[config.mk]
export PLATFORM = sky130hd
export DESIGN_NAME = mrm_front
export DESIGN_NICKNAME = d
export VERILOG_FILES = /design/src/hdl/mrm_pkg.sv /design/src/hdl/mrm_front.sv
export VERILOG_INCLUDE_DIRS = /design/src /design/src/hdl
export SDC_FILE = /design/constraint.sdc
export NUM_CORES = 1
export LEC_CHECK = 0
export BUFFER_PORTS_ARGS = -buffer_cell sky130_fd_sc_hd__buf_2
export CORE_MARGIN = 4
export CORE_UTILIZATION = 30
export CTS_BUF_LIST = sky130_fd_sc_hd__clkbuf_4
export DETAILED_ROUTE_END_ITERATION = 8
export PLACE_DENSITY = 0.57
export SYNTH_ARGS = -nofsm -noshare
export SYNTH_HDL_FRONTEND = slang
export SYNTH_SLANG_ARGS = --single-unit
[constraint.sdc]
create_clock -name clk -period 10 [get_ports clk]
set_input_delay 0 -clock clk [delete_from_list [all_inputs] [get_ports clk]]
set_output_delay 0 -clock clk [all_outputs]
set_load 0.1 [all_outputs]
[src/hdl/matrix4x4_row_multiply_assert.svh]
// ---------------------------------------------------------------------------
// Assertion macros shared by the 4x4 row multiply modules.
// Both expect clk and rst_n in scope.
// ---------------------------------------------------------------------------
`ifndef MATRIX4X4_ROW_MULTIPLY_ASSERT_SVH
`define MATRIX4X4_ROW_MULTIPLY_ASSERT_SVH

// Check a consequence in the same cycle as its cause.
`define MRM_ASSERT_SAME(lbl, pre, post, msg) \
  lbl: assert property (@(posedge clk) disable iff (!rst_n) (pre) |-> (post)) \
    else $error(msg);

// Check a consequence in the cycle after its cause.
`define MRM_ASSERT_NEXT(lbl, pre, post, msg) \
  lbl: assert property (@(posedge clk) disable iff (!rst_n) (pre) |=> (post)) \
    else $error(msg);

`endif

[src/hdl/mrm_pkg.sv]
// ---------------------------------------------------------------------------
// mrm_pkg
// Types and constants for the 4x4 row multiply block.
// ---------------------------------------------------------------------------
package mrm_pkg;

  localparam int ElemW           = 32;
  localparam int NumCols         = 4;
  localparam int MatEntries      = NumCols * NumCols;
  localparam int ProdW           = 2 * ElemW;
  localparam int PairW           = ProdW + 1;
  localparam int SumW            = ProdW + 2;
  localparam int FracBitsDefault = 16;
  localparam int QueueDepth      = 4;

  localparam logic [ElemW-1:0] ElemMax = {1'b0, {(ElemW-1){1'b1}}};
  localparam logic [ElemW-1:0] ElemMin = {1'b1, {(ElemW-1){1'b0}}};

  // Input item as it arrives on the port
  typedef struct packed {
    logic              cmd;
    logic [1:0]        row;
    logic signed [31:0] elem0;
    logic signed [31:0] elem1;
    logic signed [31:0] elem2;
    logic signed [31:0] elem3;
  } mrm_in_t;

  // Result item
  typedef struct packed {
    logic [1:0]         row_tag;
    logic signed [31:0] out0;
    logic signed [31:0] out1;
    logic signed [31:0] out2;
    logic signed [31:0] out3;
    logic               saturated;
  } mrm_out_t;

  // Operation decoded by the front end
  typedef enum logic {
    OP_LOAD = 1'b0,
    OP_MUL  = 1'b1
  } mrm_op_t;

  // Queue entry handed from front end to back end
  typedef struct packed {
    mrm_op_t                       op;
    logic [1:0]                    row;
    logic [NumCols-1:0][ElemW-1:0] elems;
  } mrm_cmd_t;

endpackage

[src/hdl/mrm_front.sv]
// ---------------------------------------------------------------------------
// mrm_front
// Accepts input items, decodes load or multiply, and queues them in order.
// ---------------------------------------------------------------------------
`include "matrix4x4_row_multiply_assert.svh"

module mrm_front import mrm_pkg::*; #(
  parameter int QDepth = QueueDepth
) (
  input  logic     clk,
  input  logic     rst_n,
  input  logic     in_valid,
  output logic     in_stall,
  input  mrm_in_t  in_data,
  output logic     q_valid,
  output mrm_cmd_t q_head,
  input  logic     q_pop
);

  localparam int PtrW = (QDepth > 1) ? $clog2(QDepth) : 1;
  localparam int CntW = $clog2(QDepth + 1);

  mrm_cmd_t          q_mem_r [QDepth];
  logic [PtrW-1:0]   wr_ptr_r, wr_ptr_nxt;
  logic [PtrW-1:0]   rd_ptr_r, rd_ptr_nxt;
  logic [CntW-1:0]   count_r, count_nxt;
  logic              push;
  mrm_cmd_t          entry;

  // Decode the incoming item
  always_comb begin
    entry.row   = in_data.row;
    entry.elems = {in_data.elem3, in_data.elem2, in_data.elem1, in_data.elem0};
    case (in_data.cmd)
      OP_MUL:  entry.op = OP_MUL;
      default: entry.op = OP_LOAD;
    endcase
  end

  assign in_stall = (count_r == CntW'(QDepth));
  assign push     = in_valid && !in_stall;
  assign q_valid  = (count_r != '0);
  assign q_head   = q_mem_r[rd_ptr_r];

  // Advance pointers and count
  always_comb begin
    wr_ptr_nxt = wr_ptr_r;
    rd_ptr_nxt = rd_ptr_r;
    if (push) begin
      wr_ptr_nxt = (wr_ptr_r == PtrW'(QDepth - 1)) ? '0 : wr_ptr_r + 1'b1;
    end
    if (q_pop) begin
      rd_ptr_nxt = (rd_ptr_r == PtrW'(QDepth - 1)) ? '0 : rd_ptr_r + 1'b1;
    end
    case ({push, q_pop})
      2'b10:   count_nxt = count_r + 1'b1;
      2'b01:   count_nxt = count_r - 1'b1;
      default: count_nxt = count_r;
    endcase
  end

  always_ff @(posedge clk) begin
    if (!rst_n) begin
      wr_ptr_r <= '0;
      rd_ptr_r <= '0;
      count_r  <= '0;
    end else begin
      wr_ptr_r <= wr_ptr_nxt;
      rd_ptr_r <= rd_ptr_nxt;
      count_r  <= count_nxt;
    end
  end

  // Store the decoded item
  always_ff @(posedge clk) begin
    if (push) begin
      q_mem_r[wr_ptr_r] <= entry;
    end
  end

  `MRM_ASSERT_SAME(a_pop_nonempty, q_pop, count_r != '0, "pop from empty queue")
  `MRM_ASSERT_SAME(a_count_bound, 1'b1, count_r <= CntW'(QDepth), "queue count overflow")
  `MRM_ASSERT_NEXT(a_push_count, push && !q_pop, count_r == $past(count_r) + 1'b1, "push lost")

endmodule

# After elaboration in Yosys (flattened, before gate mapping)
# Memories as Yosys holds them, arrays and structs flattened. A register that Yosys moved wholly into a read port is not among the register bits.
# Index checks and enable logic that the tools add are counted.
dict set report totals {
  output_inout_bits 133
  register_bits 7
  word_cells 25
  mem_count 1
  mem_bits_rw 524
}
# name depth word_bits read_ports rd_ports_with_merged_regs write_ports line_no
set memory_table {}
lappend memory_table {q_mem_r 4 131 1 1 1 mrm_front.sv:23} ;# mrm_cmd_t q_mem_r [QDepth];
dict set report classes {
  n_addsub 4
  reduce_logical 4
  muxes 8
  n_eq_ne 5
}
# op n
set op_table {}
lappend op_table {{2-to-1 mux 2 bit} 4}
lappend op_table {{equality test 2 bit (second input constant)} 3}
lappend op_table {{case mux 3 bit (2 select lines)} 1}
lappend op_table {{adder 2 x 1 -> 2 bit (second input constant)} 2}
lappend op_table {{adder 3 x 1 -> 3 bit (second input constant)} 1}
lappend op_table {{equality test 3 bit (second input constant)} 1}
lappend op_table {{2-to-1 mux 1 bit} 3}
lappend op_table {{nonzero test 3 bit} 1}
lappend op_table {{subtractor 3 x 1 -> 3 bit (second input constant)} 1}
lappend op_table {{equality test 2 x 1 -> 1 bit (second input constant)} 1}
lappend op_table {{nonzero test 2 bit} 1}
lappend op_table {{logical AND 1 bit} 1}
lappend op_table {{logical NOT 1 bit} 1}

# Logic depth before layout (Yosys ltp)
dict set report depth {
  word_depth 5
  ltp_mapped 10
  ltp_nobuf 9
}

# Least setup slack after synthesis
# OpenSTA, ideal clock, no wires.
dict set report synth_timing {
  path_kind {reg-to-reg}
  from {reg count_r[1]}
  to {mem q_mem_r[0][0] in the netlist's numbering, enable pin}
  t_arrival_ns 4.462
  path_stages_with_launch 5
  path_slack_ns 4.701
  path_cell_list {dfxtp_1 nor3b_1 nor2b_1 clkbuf_1 and2_1}
}
dict set report synth_via {
  elab_chain_cells 5
}
# item line_no
set synth_lines {}
lappend synth_lines {{start, declared} mrm_front.sv:26} ;# logic [CntW-1:0] count_r, count_nxt;
lappend synth_lines {{start signal, assigned} mrm_front.sv:70} ;# count_r <= count_nxt;
lappend synth_lines {{equality test 3 bit} mrm_front.sv:40} ;# assign in_stall = (count_r == CntW'(QDepth));
lappend synth_lines {{named net in_stall} mrm_front.sv:13} ;# output logic in_stall,
lappend synth_lines {{logical NOT 1 bit} mrm_front.sv:41} ;# assign push = in_valid && !in_stall;
lappend synth_lines {{logical AND 1 bit} mrm_front.sv:41}
lappend synth_lines {{2-to-1 mux 1 bit} mrm_front.sv:76} ;# if (push) begin
lappend synth_lines {{2-to-1 mux 1 bit (implied by the code)} mrm_front.sv:77} ;# q_mem_r[wr_ptr_r] <= entry;
lappend synth_lines {{end, declared} mrm_front.sv:23}
# The timed path passes the listed nets, and every way through them passes these cells.

==> summary.txt <==
Antenna violations before repair: 7
Post-DR wirelength/cell: 18.5 um
FF-to-FF End: q_mem_r[1][7]
Die width: 262 um
PortBufs: 267
Post-Syn Area: 0.0194 mm2
Initial DRT Pass Iterations: 5
Clock sinks: 533
Vias in the first global route: 11,700
Synth Area in XOR/XNOR: 0.000903
Setup TNS: 0 ns
Antenna Violating Nets Remaining: 0
Commonest non-fill, non-tap cell in the layout: edfxtp_1
Period utilisation layout: 0.408
Die area: 0.0688 mm2
First-pass GRT wire length: 67,800 um
Worst min path class: in -> reg
DP HPWL: 24,600 um
VDD IR max: 0.138 mV
Syn Nets: 879
Fin nets: 1,544
Synth Area in Compound Gates: 0.00129
Register area share after synthesis: 0.821
Final hold viol count: 0
Pin count of the biggest net entering global routing: 64
Cells after Synth: 737
Fin crit period: 4.08 ns
Post-CTS setup buffers: 0
Skew-Pair Late Insertion Delay: 0.92 ns
Non-filler cells, final: 2,347
Worst r2r path cells: 4
FP Rows: 92
R2r startpoint: count_r[2]
Worst Setup End Kind: primary output
Initial DRC count: 626
Synth cell types: 23
Final setup viols: 0
RSZ-0062 raised after global routing: no
Area growth syn-to-layout: 35.1%
Htree depth: 4
Layout cell share with drive strength beyond 1: 0.430
Overall Global Routing Usage: 0.129
Fmax: 245 MHz
Num CTS Buffers: 145
Max Slew Vio Count: 0
Ys Warns: 0
Die H: 262 um
Initial Utilization: 0.305
Critical Path End: q_head[57]
Outcome: complete, no violations
Mean post-synth cell area: 26.3 um2
#FFs+latches synth: 533
Main combinational cell family by area after synthesis: multiplexers
Clk buf depth: 3
Worst-path clk slew: 0.06 ns
Core area: 0.0635 mm2
CTS tree: done
CP required: 10.00 ns
# fillers: 5,727
Post_cts resized: 0
Vias per cell: 4.41
Drt drc: 0
Crit path launch type: flop
Arrival @ worst endpoint: 4.08 ns
# IOs: 268
Placed insts: 1,831
DR vias: 10,345
Simple-gate share of the synthesized area: 0.00548
Global route overflow: 0
Post-Route WL: 43,400 um
Crit Path Category: reg -> out
Post-Synth Adder-Cell Area: 0.00490
Placer congestion estimate: 0.707
Register-to-register setup slack: 7.09 ns
Crit-path max FO: 38
Clock Skews: 0.0452 ns
Root buf cell: clkbuf_4
Worst slew margin: 0.349
Cell area power density: 222 mW/mm2
Max Cap Violations: 0
Post-synthesis mux area share: 0.154
Worst slew pin tran: 0.976 ns
Leading cell types in the layout, fill and taps excluded: edfxtp_1, dlygate4sd3_1, buf_2, clkbuf_4, mux4_2
Static leakage: 9.06 nW
-- state kept, by name (all words and copies together), names as in the netlist, named ones only --
| signal | count |
|---|---|
| q_mem_r | 524 |
| count_r | 3 |
| rd_ptr_r | 2 |
| wr_ptr_r | 2 |
-- report_power, final --
group	internal (mW)	switching (mW)	total, mW
Sequential	2.63	0.0392	2.67
Combinational	0.289	0.961	1.25
Clock	1.03	0.864	1.90
-- synthesized netlist by cell type --
library cell / number / share of area
nor2_1: 1 / 0.00019
buf_6: 10 / 0.0058
a21boi_0: 1 / 0.00039
nand2_1: 5 / 0.00097
nor3b_1: 2 / 0.00077
and2_1: 6 / 0.0019
xor2_1: 1 / 0.00045
o21ai_0: 2 / 0.00052
ha_1: 6 / 0.0039
inv_1: 6 / 0.0012
buf_4: 1 / 0.00039
nor2b_1: 3 / 0.00097
buf_8: 1 / 0.00077
edfxtp_1: 524 / 0.81
clkbuf_1: 6 / 0.0012
buf_2: 14 / 0.0036
dfxtp_1: 9 / 0.0093
mux2i_1: 3 / 0.0015
fa_1: 1 / 0.0010
xnor2_1: 1 / 0.00045
mux4_2: 131 / 0.15
o21a_1: 1 / 0.00039
or3_1: 2 / 0.00065
-- layer usage --
metal | up-vias | wire length (um) | global-route usage
met2 | 342 | 21300 | 0.207
li1 | 4609 | - | -
met5 | - | 0 | 0
met3 | 98 | 2670 | 0.0442
met1 | 5296 | 18100 | 0.157
met4 | 0 | 1270 | 0.0609
-- per-stage QoR --
| stage | power [mW] | instance area [um2] | utilization | hold slack [ns] | setup WS [ns] |
|---|---|---|---|---|---|
| 5_1_grt | 6.11 | 26200 | 0.412 | 0.272 | 5.36 |
| 3_5_place_dp | 3.90 | 21700 | 0.341 | 0.217 | 6.67 |
| 2_1_floorplan | 3.68 | 19400 | - | 0.0989 | 4.70 |
| 6_report | 5.82 | 26200 | 0.412 | 0.418 | 5.92 |
| 4_1_cts | 5.93 | 26200 | 0.412 | 0.230 | 5.52 |
| 3_3_place_gp | 3.89 | 21700 | 0.341 | 0.210 | 6.68 |
-- timing repair --
action / 4_1_cts / 5_1_grt
hold buffers: 270 / 0
setup endpoints to repair: 0 / 0
hold endpoints to repair: 686 / 0
-- worst min path at each step --
| stage | from | to | slack (ns) | cells past startpoint |
|---|---|---|---|---|
| final | in_data[105] | q_mem_r[3][9] | 0.42 | 3 |
| after global routing | in_data[53] | q_mem_r[2][85] | 0.27 | 3 |
| after CTS | in_data[106] | q_mem_r[1][10] | 0.23 | 3 |
| after detailed placement | in_data[48] | q_mem_r[2][80] | 0.22 | 1 |
| after global placement | in_data[58] | q_mem_r[1][90] | 0.21 | 1 |
| after floorplan | in_data[96] | q_mem_r[0][0] | 0.1 | 0 |
-- layout make-up --
| type | count | area, um2 | area share |
|---|---|---|---|
| sequential | 533 | 15900 | 0.608 |
| timing repair buffer | 550 | 4140 | 0.158 |
| multi-input combinational | 166 | 3230 | 0.123 |
| clock buffer | 210 | 1580 | 0.0602 |
| tap | 846 | 1060 | 0.0404 |
| clock inverter | 30 | 226 | 0.00865 |
| inverter | 6 | 22.5 | 0.000860 |
| antenna | 6 | 15.0 | 0.000573 |
-- worst max-delay path, cell delays in order, from the launching register on --
cell and delay (ns):
dfxtp_4 0.71, buf_4 0.69, buf_4 0.74, mux4_2 0.62, buf_2 0.31
-- cell families (layout without fill, tap and decap cells) --
kind of cell / after synthesis / count (layout)
other: 0 / 6
AND/OR/NAND/NOR: 19 / 19
multiplexers: 134 / 134
XOR/XNOR: 2 / 2
flip-flops: 533 / 533
buffers and inverters: 38 / 796
AO/OA/AOI/OAI: 4 / 4
adder cells (fa/ha/maj): 7 / 7
No activity file was read; power rests on OpenSTA's default activity.
